$ cat config.mk
export PLATFORM = sky130hd
export DESIGN_NAME = rational_add_multiply_reduce
export DESIGN_NICKNAME = d
export VERILOG_FILES = /design/src/hdl/rarm_pkg.sv /design/src/hdl/rarm_alu.sv /design/src/hdl/rational_add_multiply_reduce.sv
export SDC_FILE = /design/constraint.sdc
export NUM_CORES = 2
export LEC_CHECK = 0
export ABC_AREA = 1
export BUFFER_PORTS_ARGS = -buffer_cell sky130_fd_sc_hd__buf_2
export CAP_MARGIN = 40
export CORE_UTILIZATION = 65
export CTS_BUF_LIST = sky130_fd_sc_hd__clkbuf_8
export CTS_CLUSTER_DIAMETER = 200
export DETAILED_ROUTE_END_ITERATION = 10
export GPL_TIMING_DRIVEN = 1
export PLACE_DENSITY = 0.87
export RECOVER_POWER = 50
export SLEW_MARGIN = 20
export SYNTH_ARGS = -nofsm -noshare
export SYNTH_HDL_FRONTEND = slang
export SYNTH_SLANG_ARGS = --single-unit
$ cat constraint.sdc
create_clock -name i_clk -period 9 [get_ports i_clk]
set_clock_uncertainty 0.1 [all_clocks]
set_input_delay 1.8 -clock i_clk [delete_from_list [all_inputs] [get_ports i_clk]]
set_output_delay 1.8 -clock i_clk [all_outputs]
set_load 0.05 [all_outputs]
$ cat src/hdl/rarm_pkg.sv
package rarm_pkg;

    localparam int OPERAND_BITS = 15;
    localparam int NUM_OUT_BITS = 31;
    localparam int DEN_OUT_BITS = 30;
    // raw sum needs one bit above the product width
    localparam int RAW_BITS = 2 * OPERAND_BITS + 1;
    localparam int ALU_BITS = RAW_BITS + 1;

    localparam logic [1:0] CMD_ADD = 2'd0;
    localparam logic [1:0] CMD_MUL = 2'd1;
    localparam logic [1:0] CMD_EQ  = 2'd2;

    typedef struct packed {
        logic [1:0]              cmd;
        logic [OPERAND_BITS-1:0] a_numerator;
        logic [OPERAND_BITS-1:0] a_denominator;
        logic [OPERAND_BITS-1:0] b_numerator;
        logic [OPERAND_BITS-1:0] b_denominator;
    } t_in_beat;

    typedef struct packed {
        logic [NUM_OUT_BITS-1:0] result_numerator;
        logic [DEN_OUT_BITS-1:0] result_denominator;
        logic                    fractions_equal;
    } t_out_beat;

endpackage

$ cat src/hdl/rarm_alu.sv
module rarm_alu (
    input  logic [rarm_pkg::ALU_BITS-1:0] i_a,
    input  logic [rarm_pkg::ALU_BITS-1:0] i_b,
    output logic [rarm_pkg::ALU_BITS-1:0] o_diff,
    output logic                          o_ge
);

    logic [rarm_pkg::ALU_BITS:0] w_sub;

    // borrow out of the subtract gives the compare
    assign w_sub  = {1'b0, i_a} - {1'b0, i_b};
    assign o_diff = w_sub[rarm_pkg::ALU_BITS-1:0];
    assign o_ge   = ~w_sub[rarm_pkg::ALU_BITS];

endmodule

$ cat src/hdl/rational_add_multiply_reduce.sv
// Rational add / multiply with gcd reduction, and exact field compare.
// Input channel: i_in_valid with i_in_data, o_in_stall back to the sender.
// A beat is taken when valid is high and stall is low. Output channel:
// o_out_valid with o_out_data, i_out_stall from the receiver.
// One beat is worked at a time; o_in_stall stays high while it is busy.
// Compare and the unused code go from idle straight to the done state. Add
// and multiply run the products through one multiplier in states S_M0 to
// S_M3, then a binary gcd on one shared subtract/compare unit, one shift,
// subtract or swap per cycle, then two restoring divisions of the raw
// 31-bit values by the gcd on the same unit.
// When the raw numerator or denominator is zero the gcd and divisions are
// skipped. The result sits in an output register, so a new beat is taken
// while the previous result still waits on a stalled receiver; the block
// finishes the next beat only once that register frees up.
// Reset (synchronous, active low) returns to idle and drops o_out_valid.
module rational_add_multiply_reduce (
    input  logic                 i_clk,
    input  logic                 i_rst_n,
    input  logic                 i_in_valid,
    output logic                 o_in_stall,
    input  rarm_pkg::t_in_beat   i_in_data,
    output logic                 o_out_valid,
    input  logic                 i_out_stall,
    output rarm_pkg::t_out_beat  o_out_data
);

    localparam int OB = rarm_pkg::OPERAND_BITS;
    localparam int W  = rarm_pkg::RAW_BITS;
    localparam int AW = rarm_pkg::ALU_BITS;
    localparam int KW = $clog2(W + 1);

    localparam logic [3:0] S_IDLE = 4'd0;
    localparam logic [3:0] S_M0   = 4'd1;
    localparam logic [3:0] S_M1   = 4'd2;
    localparam logic [3:0] S_M2   = 4'd3;
    localparam logic [3:0] S_M3   = 4'd4;
    localparam logic [3:0] S_GCD  = 4'd5;
    localparam logic [3:0] S_DIVN = 4'd6;
    localparam logic [3:0] S_DIVD = 4'd7;
    localparam logic [3:0] S_DONE = 4'd8;

    logic [3:0]          r_state, n_state;
    rarm_pkg::t_in_beat  r_in, n_in;
    logic [2*OB-1:0]     r_prod, n_prod;
    logic [W-1:0]        r_num, n_num;
    logic [W-1:0]        r_den, n_den;
    logic [W-1:0]        r_x, n_x;
    logic [W-1:0]        r_y, n_y;
    logic [W-1:0]        r_g, n_g;
    logic [W-1:0]        r_q, n_q;
    logic [W-1:0]        r_rem, n_rem;
    logic [KW-1:0]       r_k, n_k;
    logic [KW-1:0]       r_cnt, n_cnt;
    logic                r_eq, n_eq;
    logic                r_ovalid, n_ovalid;
    rarm_pkg::t_out_beat r_out, n_out;

    logic [OB-1:0]       w_ma, w_mb;
    logic [AW-1:0]       w_alu_a, w_alu_b, w_diff;
    logic                w_ge;
    logic [AW-1:0]       w_rem2;
    logic [63:0]         w_num64, w_den64;
    logic                w_accept;

    rarm_alu u_alu (
        .i_a    (w_alu_a),
        .i_b    (w_alu_b),
        .o_diff (w_diff),
        .o_ge   (w_ge)
    );

    assign w_accept   = i_in_valid && (r_state == S_IDLE);
    assign o_in_stall = (r_state != S_IDLE);
    assign w_rem2     = {r_rem, r_q[W-1]};

    // multiplier operand select per sequencer step
    always_comb begin
        w_ma = r_in.a_denominator;
        w_mb = r_in.b_denominator;
        case (r_state)
            S_M1: begin
                w_ma = r_in.a_numerator;
                w_mb = (r_in.cmd == rarm_pkg::CMD_ADD) ? r_in.b_denominator
                                                       : r_in.b_numerator;
            end
            S_M2: begin
                w_ma = r_in.b_numerator;
                w_mb = r_in.a_denominator;
            end
            default: ;
        endcase
    end

    always_comb begin
        if (r_state == S_GCD) begin
            w_alu_a = {1'b0, r_x};
            w_alu_b = {1'b0, r_y};
        end else begin
            w_alu_a = w_rem2;
            w_alu_b = {1'b0, r_g};
        end
    end

    assign w_num64 = 64'(r_num);
    assign w_den64 = 64'(r_den);

    always_comb begin
        n_state  = r_state;
        n_in     = r_in;
        n_prod   = w_ma * w_mb;
        n_num    = r_num;
        n_den    = r_den;
        n_x      = r_x;
        n_y      = r_y;
        n_g      = r_g;
        n_q      = r_q;
        n_rem    = r_rem;
        n_k      = r_k;
        n_cnt    = r_cnt;
        n_eq     = r_eq;
        n_ovalid = r_ovalid;
        n_out    = r_out;
        if (r_ovalid && !i_out_stall) begin
            n_ovalid = 1'b0;
        end
        case (r_state)
            S_IDLE: begin
                if (w_accept) begin
                    n_in  = i_in_data;
                    n_num = '0;
                    n_den = '0;
                    n_eq  = 1'b0;
                    if (i_in_data.cmd == rarm_pkg::CMD_ADD ||
                        i_in_data.cmd == rarm_pkg::CMD_MUL) begin
                        n_state = S_M0;
                    end else begin
                        n_eq    = (i_in_data.cmd == rarm_pkg::CMD_EQ) &&
                                  (i_in_data.a_numerator == i_in_data.b_numerator) &&
                                  (i_in_data.a_denominator == i_in_data.b_denominator);
                        n_state = S_DONE;
                    end
                end
            end
            S_M0: n_state = S_M1;
            S_M1: begin
                n_den   = W'(r_prod);
                n_state = S_M2;
            end
            S_M2: begin
                n_num   = W'(r_prod);
                n_state = S_M3;
            end
            S_M3: begin
                if (r_in.cmd == rarm_pkg::CMD_ADD) begin
                    n_num = r_num + W'(r_prod);
                end
                // zero raw part: no reduction
                if (n_num == '0 || r_den == '0) begin
                    n_state = S_DONE;
                end else begin
                    n_x     = n_num;
                    n_y     = r_den;
                    n_k     = '0;
                    n_state = S_GCD;
                end
            end
            S_GCD: begin
                if (r_x == '0 || r_y == '0) begin
                    n_g     = (r_x == '0) ? (r_y << r_k) : (r_x << r_k);
                    n_q     = r_num;
                    n_rem   = '0;
                    n_cnt   = '0;
                    n_state = S_DIVN;
                end else if (!r_x[0] && !r_y[0]) begin
                    n_x = r_x >> 1;
                    n_y = r_y >> 1;
                    n_k = r_k + KW'(1);
                end else if (!r_x[0]) begin
                    n_x = r_x >> 1;
                end else if (!r_y[0]) begin
                    n_y = r_y >> 1;
                end else if (w_ge) begin
                    n_x = w_diff[W-1:0];
                end else begin
                    // put the larger one in x for the next subtract
                    n_x = r_y;
                    n_y = r_x;
                end
            end
            S_DIVN, S_DIVD: begin
                n_rem = w_ge ? w_diff[W-1:0] : w_rem2[W-1:0];
                n_q   = {r_q[W-2:0], w_ge};
                n_cnt = r_cnt + KW'(1);
                if (r_cnt == KW'(W - 1)) begin
                    n_cnt = '0;
                    n_rem = '0;
                    if (r_state == S_DIVN) begin
                        n_num   = {r_q[W-2:0], w_ge};
                        n_q     = r_den;
                        n_state = S_DIVD;
                    end else begin
                        n_den   = {r_q[W-2:0], w_ge};
                        n_state = S_DONE;
                    end
                end
            end
            S_DONE: begin
                if (!r_ovalid || !i_out_stall) begin
                    n_out.result_numerator   = w_num64[rarm_pkg::NUM_OUT_BITS-1:0];
                    n_out.result_denominator = w_den64[rarm_pkg::DEN_OUT_BITS-1:0];
                    n_out.fractions_equal    = r_eq;
                    n_ovalid                 = 1'b1;
                    n_state                  = S_IDLE;
                end
            end
            default: n_state = S_IDLE;
        endcase
    end

    always_ff @(posedge i_clk) begin
        if (!i_rst_n) begin
            r_state  <= S_IDLE;
            r_ovalid <= 1'b0;
        end else begin
            r_state  <= n_state;
            r_ovalid <= n_ovalid;
        end
    end

    always_ff @(posedge i_clk) begin
        r_in   <= n_in;
        r_prod <= n_prod;
        r_num  <= n_num;
        r_den  <= n_den;
        r_x    <= n_x;
        r_y    <= n_y;
        r_g    <= n_g;
        r_q    <= n_q;
        r_rem  <= n_rem;
        r_k    <= n_k;
        r_cnt  <= n_cnt;
        r_eq   <= n_eq;
        r_out  <= n_out;
    end

    assign o_out_valid = r_ovalid;
    assign o_out_data  = r_out;

    a_busy_after_accept: assert property (@(posedge i_clk) disable iff (!i_rst_n)
        w_accept |=> (r_state != S_IDLE))
        else $error("sequencer idle after accepting a beat");

    a_div_nonzero: assert property (@(posedge i_clk) disable iff (!i_rst_n)
        (r_state == S_DIVN || r_state == S_DIVD) |-> (r_g != '0))
        else $error("division by zero gcd");

    a_out_held: assert property (@(posedge i_clk) disable iff (!i_rst_n)
        (r_ovalid && i_out_stall) |=> (r_ovalid && $stable(r_out)))
        else $error("stalled result changed");

    a_eq_zero_fields: assert property (@(posedge i_clk) disable iff (!i_rst_n)
        (r_ovalid && r_out.fractions_equal) |->
        (r_out.result_numerator == '0 && r_out.result_denominator == '0))
        else $error("compare result carries fraction fields");

endmodule
Yosys cells after proc, flatten, opt, wreduce, memory -nomap -nowiden --
Cells that the tools add are included.
Operators by class: add/sub/neg operators 4, $mul 1, eq/ne operators 24, shifts and indexed selects 2, multiplexer cells 54, bitwise gates (word level) 1, reductions and logical operators 38
Operators with widths (number):
- $mux W31 | 26
- $pmux W31 S2 | 4
- $logic_not A31 Y1 | 4
- $pmux W31 S4 | 1
- $pmux W31 S3 | 1
- $shl A31 B5 Y31 | 2
- $pmux W15 S2 | 2
- $sub A32 B31 Y33 | 1
- $mux W32 | 1
- $pmux W4 S8 | 1
- $add A31 B30 Y31 | 1
- $eq A15 B15 Y1 | 2
- $mul A15 B15 Y30 | 1
- $mux W4 | 7
- $mux W5 | 5
- $pmux W5 S2 | 2
- $reduce_and A4 Y1 | 5
- $eq A4 B3 Y1 const B | 4
- $mux W15 | 1
- $ne A2 B2 Y1 const B | 6
- $add A5 B1 Y5 const B | 2
- $eq A4 B2 Y1 const B | 2
- $reduce_and A2 Y1 | 4
- $reduce_bool A4 Y1 | 2
- 21 further kinds | 37
Word-level totals: bits in registers 387, bits of input ports 66, output and inout port bits 64, logic and storage cells 147

Logic depth before layout (Yosys ltp) --
depth in word-level cells 9, mapped depth 35, gate-level depth less buffers 33

Cells and area by module --
A second synthesis with hierarchy kept.
Second synthesis, totals: cells, all modules 4104, area total of the unflattened synthesis 31599.1 um2
Modules (own cells, without submodules):
- rational_add_multiply_reduce | times used 1, cells each 3557, area each 29040.4 um2, seq. area each 11270.8 um2
- rarm_alu | times used 1, cells each 547, area each 2558.7 um2, seq. area each 0.0 um2

Worst setup path before layout --
No wires, ideal clock.
kind reg2reg, from reg r_in[61] (netlist name), to reg r_prod[27], library setup time 123 ps, data arrival time 6555 ps, required time 8777 ps, path slack 2222 ps, stages on the path, launching flop included 32, path buffers 3, period minus slack after synthesis 6778 ps, cell sequence edfxtp_1 > nor2_2 > buf_4 > inv_2 > buf_2 > o21ai_0 > o211ai_1 > o21ai_1 > clkbuf_1 > nor2_1 > fa_1 > inv_1 > fa_1 > inv_1 > fa_1 > fa_1 > fa_1 > inv_1 > fa_1 > inv_1 > ha_1 > a21oi_1 > inv_1 > a21oi_1 > o221ai_1 > a21oi_1 > inv_1 > a21oi_1 > inv_1 > a21oi_1 > o21bai_1 > xor2_1
On the way: cells in the longest elaborated chain, start to end 4
Ends and longest elaborated chain:
- from (decl) | RTL line rational_add_multiply_reduce.sv:43 | rarm_pkg::t_in_beat r_in, n_in;
- from (signal assigned) | RTL line rational_add_multiply_reduce.sv:231 | r_in <= n_in;
- $logic_not A2 Y1 | RTL line rational_add_multiply_reduce.sv:83 | w_mb = (r_in.cmd == rarm_pkg::CMD_ADD) ? r_in.b_denominator
- $mux W15 | RTL line rational_add_multiply_reduce.sv:83
- $pmux W15 S2 | RTL line rational_add_multiply_reduce.sv:80 | case (r_state)
- $mul A15 B15 Y30 | RTL line rational_add_multiply_reduce.sv:110 | n_prod = w_ma * w_mb;
- net n_prod[27] | RTL line rational_add_multiply_reduce.sv:44 | logic [2*OB-1:0] r_prod, n_prod;
- to (signal assigned) | RTL line rational_add_multiply_reduce.sv:232 | r_prod <= n_prod;
- to (decl) | RTL line rational_add_multiply_reduce.sv:44
The timed path passes the listed nets, and every way through them passes these cells. A chain may end at the register's enable or synchronous reset.

Worst setup path in the final report --
from reg r_state[0], to reg r_prod[27]
On the way: cells in the longest elaborated chain, start to end 3, elaborated cells between the ends (all ways) 5, those cells by class mul (1); eq/ne (2); mux (2)
Ends and longest elaborated chain:
- from (decl) | RTL line rational_add_multiply_reduce.sv:42 | logic [3:0] r_state, n_state;
- from (signal assigned) | RTL line rational_add_multiply_reduce.sv:225 | r_state <= n_state;
- $eq A4 B2 Y1 | RTL line rational_add_multiply_reduce.sv:80
- $pmux W15 S2 | RTL line rational_add_multiply_reduce.sv:80
- $mul A15 B15 Y30 * | RTL line rational_add_multiply_reduce.sv:110
- net n_prod[27] | RTL line rational_add_multiply_reduce.sv:44
The timed path passes the listed nets; every way through them passes the cells marked *.

==> flow_results.xml <==
<?xml version="1.0" encoding="UTF-8"?>
<metrics>
  <group name="clocking">
    <metric name="clkLatencyLatePin" unit="ns">0.70</metric>
    <metric name="clock-sinks" unit="">387</metric>
    <metric name="cts.reportedPaths.clkPinSlew" unit="ns">0.06</metric>
    <metric name="cts_post_setup_buffers_inserted" unit="">0</metric>
    <metric name="h-tree-depth" unit="">3</metric>
    <metric name="ctsHoldBuffers" unit="">0</metric>
    <metric name="cts_resized" unit="">0</metric>
    <metric name="cts_tree" unit="">built</metric>
    <metric name="num_cts_buffers" unit="">69</metric>
    <metric name="clockRootBuffer" unit="">sky130_fd_sc_hd__clkbuf_8</metric>
    <metric name="ctsLongestPathBuffers" unit="">3</metric>
  </group>
  <group name="sta">
    <metric name="fin_crit_sh" unit="%">89.2</metric>
    <metric name="final_report_max_slew_violation_count" unit="">393</metric>
    <metric name="slew-limit-headroom" unit="%">-160</metric>
    <metric name="rsz_0062_raised_after_global_routing" unit="">no</metric>
    <metric name="totalNegativeSetupSlack" unit="ns">0</metric>
    <metric name="fmaxAchievable" unit="MHz">125</metric>
    <metric name="finalHoldWorstSlack" unit="ns">0.348</metric>
    <metric name="finalHoldViolCount" unit="">0</metric>
    <metric name="finalWorstPathRequiredPeriod" unit="ns">8.03</metric>
    <metric name="endpoints_failing_setup" unit="">0</metric>
    <metric name="worst_slew_pin_slew" unit="ns">3.90</metric>
  </group>
  <group name="status">
    <metric name="run_status" unit="">complete, but fails checks</metric>
    <metric name="failed_checks" unit="">capacitance limit, slew limit</metric>
  </group>
  <group name="worst_setup_path">
    <metric name="worst_setup_path_start_kind" unit="">flip-flop</metric>
    <metric name="critical_path_peak_fanout" unit="">28</metric>
    <metric name="maximum_single_stage_delay_on_the_critical_path" unit="ns">0.78</metric>
    <metric name="worst-endpoint-required" unit="ns">9.43</metric>
    <metric name="critical_path_arrival" unit="ns">8.46</metric>
    <metric name="crit_path_end_kind" unit="">flip-flop</metric>
    <metric name="critical_path.most_common_cell" unit="">sky130_fd_sc_hd__inv_1</metric>
    <metric name="critical_path.slowest_cell" unit="">sky130_fd_sc_hd__a221oi_1</metric>
    <metric name="setup.worst_path.class" unit="">reg2reg</metric>
  </group>
  <group name="global_routing">
    <metric name="grt.overflow.total" unit="">0</metric>
    <metric name="grt_first_pass_wirelength" unit="µm">146000</metric>
    <metric name="first_global_vias" unit="">26400</metric>
    <metric name="globalRoute.busiestLayer" unit="">met2</metric>
    <metric name="grt_max_degree" unit="">74</metric>
    <metric name="groute.usage.overall" unit="%">40.2</metric>
    <metric name="gr-usage-met2" unit="%">62.2</metric>
    <metric name="groute.layer.met3.usage" unit="%">8.56</metric>
    <metric name="globalRouteMet1Util" unit="%">52.5</metric>
    <metric name="antenna_violations_before_repair" unit="">1</metric>
  </group>
  <group name="synth">
    <metric name="syn-instance-count" unit="">3751</metric>
    <metric name="synth-edff-count" unit="">352</metric>
    <metric name="dominantRegCellSynth" unit="">sky130_fd_sc_hd__edfxtp_1</metric>
    <metric name="postSynthNetCount" unit="">4144</metric>
    <metric name="asyncSetResetFlopFracSynth" unit="%">0</metric>
    <metric name="synth_largest_type_area_fraction" unit="%">34.7</metric>
    <metric name="post-synth-top-area-cell" unit="">sky130_fd_sc_hd__edfxtp_1</metric>
    <metric name="ys_seq_elements" unit="">387</metric>
    <metric name="synth.lib_cells_used.distinct" unit="">56</metric>
    <metric name="syn-mean-instance-area" unit="µm²">8.11</metric>
    <metric name="synth_warnings" unit="">0</metric>
    <metric name="netlist_area" unit="µm²">30400</metric>
    <metric name="synth.top_cells.by_area" unit="">sky130_fd_sc_hd__edfxtp_1, sky130_fd_sc_hd__nand2_1, sky130_fd_sc_hd__fa_1</metric>
    <metric name="yosysSeqAreaShare" unit="%">37.0</metric>
  </group>
  <group name="flow_run">
    <metric name="cap_violations" unit="">8</metric>
  </group>
  <group name="final_layout">
    <metric name="drive_above_1_share" unit="%">6.98</metric>
    <metric name="n_fill_cell" unit="">3515</metric>
    <metric name="finish.net_count" unit="">4265</metric>
    <metric name="final_design_area_no_fill" unit="µm²">32900</metric>
    <metric name="area.growth.synth_to_final" unit="%">8.27</metric>
  </group>
  <group name="route">
    <metric name="viasPerCell" unit="">6.23</metric>
    <metric name="wl_per_cell" unit="µm">21.0</metric>
    <metric name="detail_route.first_pass.iterations" unit="">8</metric>
    <metric name="post-route-drc-count" unit="">0</metric>
    <metric name="postRouteAntennaNets" unit="">0</metric>
    <metric name="drt_iter0_drc" unit="">4385</metric>
    <metric name="totalWireLength" unit="µm">95200</metric>
    <metric name="dr_total_vias" unit="">28200</metric>
  </group>
  <group name="place">
    <metric name="routabilityCongestion" unit="">1.05</metric>
    <metric name="port_buffers" unit="">129</metric>
    <metric name="dpl.hpwl" unit="µm">71500</metric>
    <metric name="placed_cell_area" unit="µm²">31800</metric>
  </group>
  <group name="worst_hold_path">
    <metric name="min_delay_worst_type" unit="">reg2reg</metric>
  </group>
  <group name="floorplanning">
    <metric name="ioPinCount" unit="">130</metric>
    <metric name="die-area" unit="µm²">47700</metric>
    <metric name="die-width" unit="µm">218</metric>
    <metric name="placement_rows" unit="">78</metric>
    <metric name="start_util" unit="%">66.5</metric>
    <metric name="floorplan.die.height" unit="µm">218</metric>
    <metric name="fp.coreArea" unit="µm²">45800</metric>
  </group>
</metrics>
==> per-stage QoR <==
step / std cells / utilization [%] / setup WS, ns
2_1_floorplan: 3751 / - / 2.22
3_3_place_gp: 4387 / 69.2 / 1.34
3_5_place_dp: 4396 / 69.4 / 1.35
4_1_cts: 4519 / 72.2 / 1.22
5_1_grt: 4524 / 72.0 / 0.512
6_report: 4526 / 72.0 / 0.969
==> layout make-up <==
type | instances | area [µm²] | area share [%]
diodes | 2 | 5.00 | 0.0152
clock buffers | 71 | 977 | 2.97
clock inverters | 52 | 299 | 0.908
inverters | 583 | 2190 | 6.65
multi-input cells | 2646 | 16400 | 49.9
flip-flops and latches | 387 | 11300 | 34.2
well taps | 600 | 751 | 2.28
repair buffers | 185 | 1010 | 3.06
==> placed cells by master (no fill, tap or decap), drive strengths merged, types with 9 or more instances in the layout <==
master,Yosys,final
o21ai,275,275
clkbuf,78,156
nand3,162,162
nand2,1033,1033
xor2,36,36
o22ai,23,23
or2,10,10
nand4,26,26
xnor2,26,26
nor2,324,324
a221oi,20,20
ha,158,158
nor4,22,22
inv,573,592
a21oi,198,198
o221ai,49,49
nor3,17,17
fa,169,169
edfxtp,352,352
clkinv,10,37
dfxtp,35,35
buf,57,100
a21o,9,9
o211ai,15,15
mux2i,21,21
==> path summary, 6_finish.rpt <==
| path | start | endpoint | slack (ns) | depth (start not counted) |
|---|---|---|---|---|
| worst max register to register | r_state[0] | r_prod[27] | 0.97 | 29 |
| worst min-delay path | r_eq | o_out_data[0] | 0.35 | 0 |
| worst max-delay path | r_state[0] | r_prod[27] | 0.97 | 29 |
| worst min register to register | r_eq | o_out_data[0] | 0.35 | 0 |
==> metal layers <==
layer  share of wire, %  vias up  wire (µm)
met5             0.0095        -          9
met4                6.6        2       6290
met3                 13      447      12400
met2                 44     2208      42000
met1                 36    13000      34600
li1                   -    12600          -
==> kinds of logic (layout without fill, tap and decap cells) <==
| logic type | Yosys count | in the layout | synth area share, % |
|---|---|---|---|
| simple gates | 1609 | 1609 | 21.8 |
| buf+inv | 718 | 891 | 9.09 |
| compound gates | 627 | 627 | 12.0 |
| flops | 387 | 387 | 37.0 |
| fa+ha+maj | 327 | 327 | 17.6 |
| xor+xnor | 62 | 62 | 1.78 |
| mux | 21 | 21 | 0.691 |
| other cells | 0 | 2 | 0 |
==> cell usage after synthesis, drive strengths merged (17+ instances only) <==
cell / number
mux2i: 21
nand2: 1033
o22ai: 23
xnor2: 26
fa: 169
edfxtp: 352
xor2: 36
a21oi: 198
nor4: 22
nor2: 324
clkbuf: 78
nand3: 162
dfxtp: 35
a221oi: 20
buf: 57
nor3: 17
ha: 158
nand4: 26
o221ai: 49
o21ai: 275
inv: 573
==> critical path, delay by kind of cell (launching register included) <==
family          cells  cell delay [ns]
xor+xnor            1             0.14
compound gates      7             1.96
simple gates        4             0.60
flops               1             0.66
buf+inv            10             1.38
fa+ha+maj           7             3.03
==> state kept, by name (all words and copies together), names as in the netlist <==
register,count
o_out_data,62
r_in,62
r_den,31
r_g,31
r_num,31
r_q,31
r_rem,31
r_x,31
r_y,31
r_prod,30
r_cnt,5
r_k,5
r_state,4
o_out_valid,1
r_eq,1
Power is left out: the tool's default activity adds up to more than one toggle a clock period on the data nets, which glitch-free logic cannot reach.
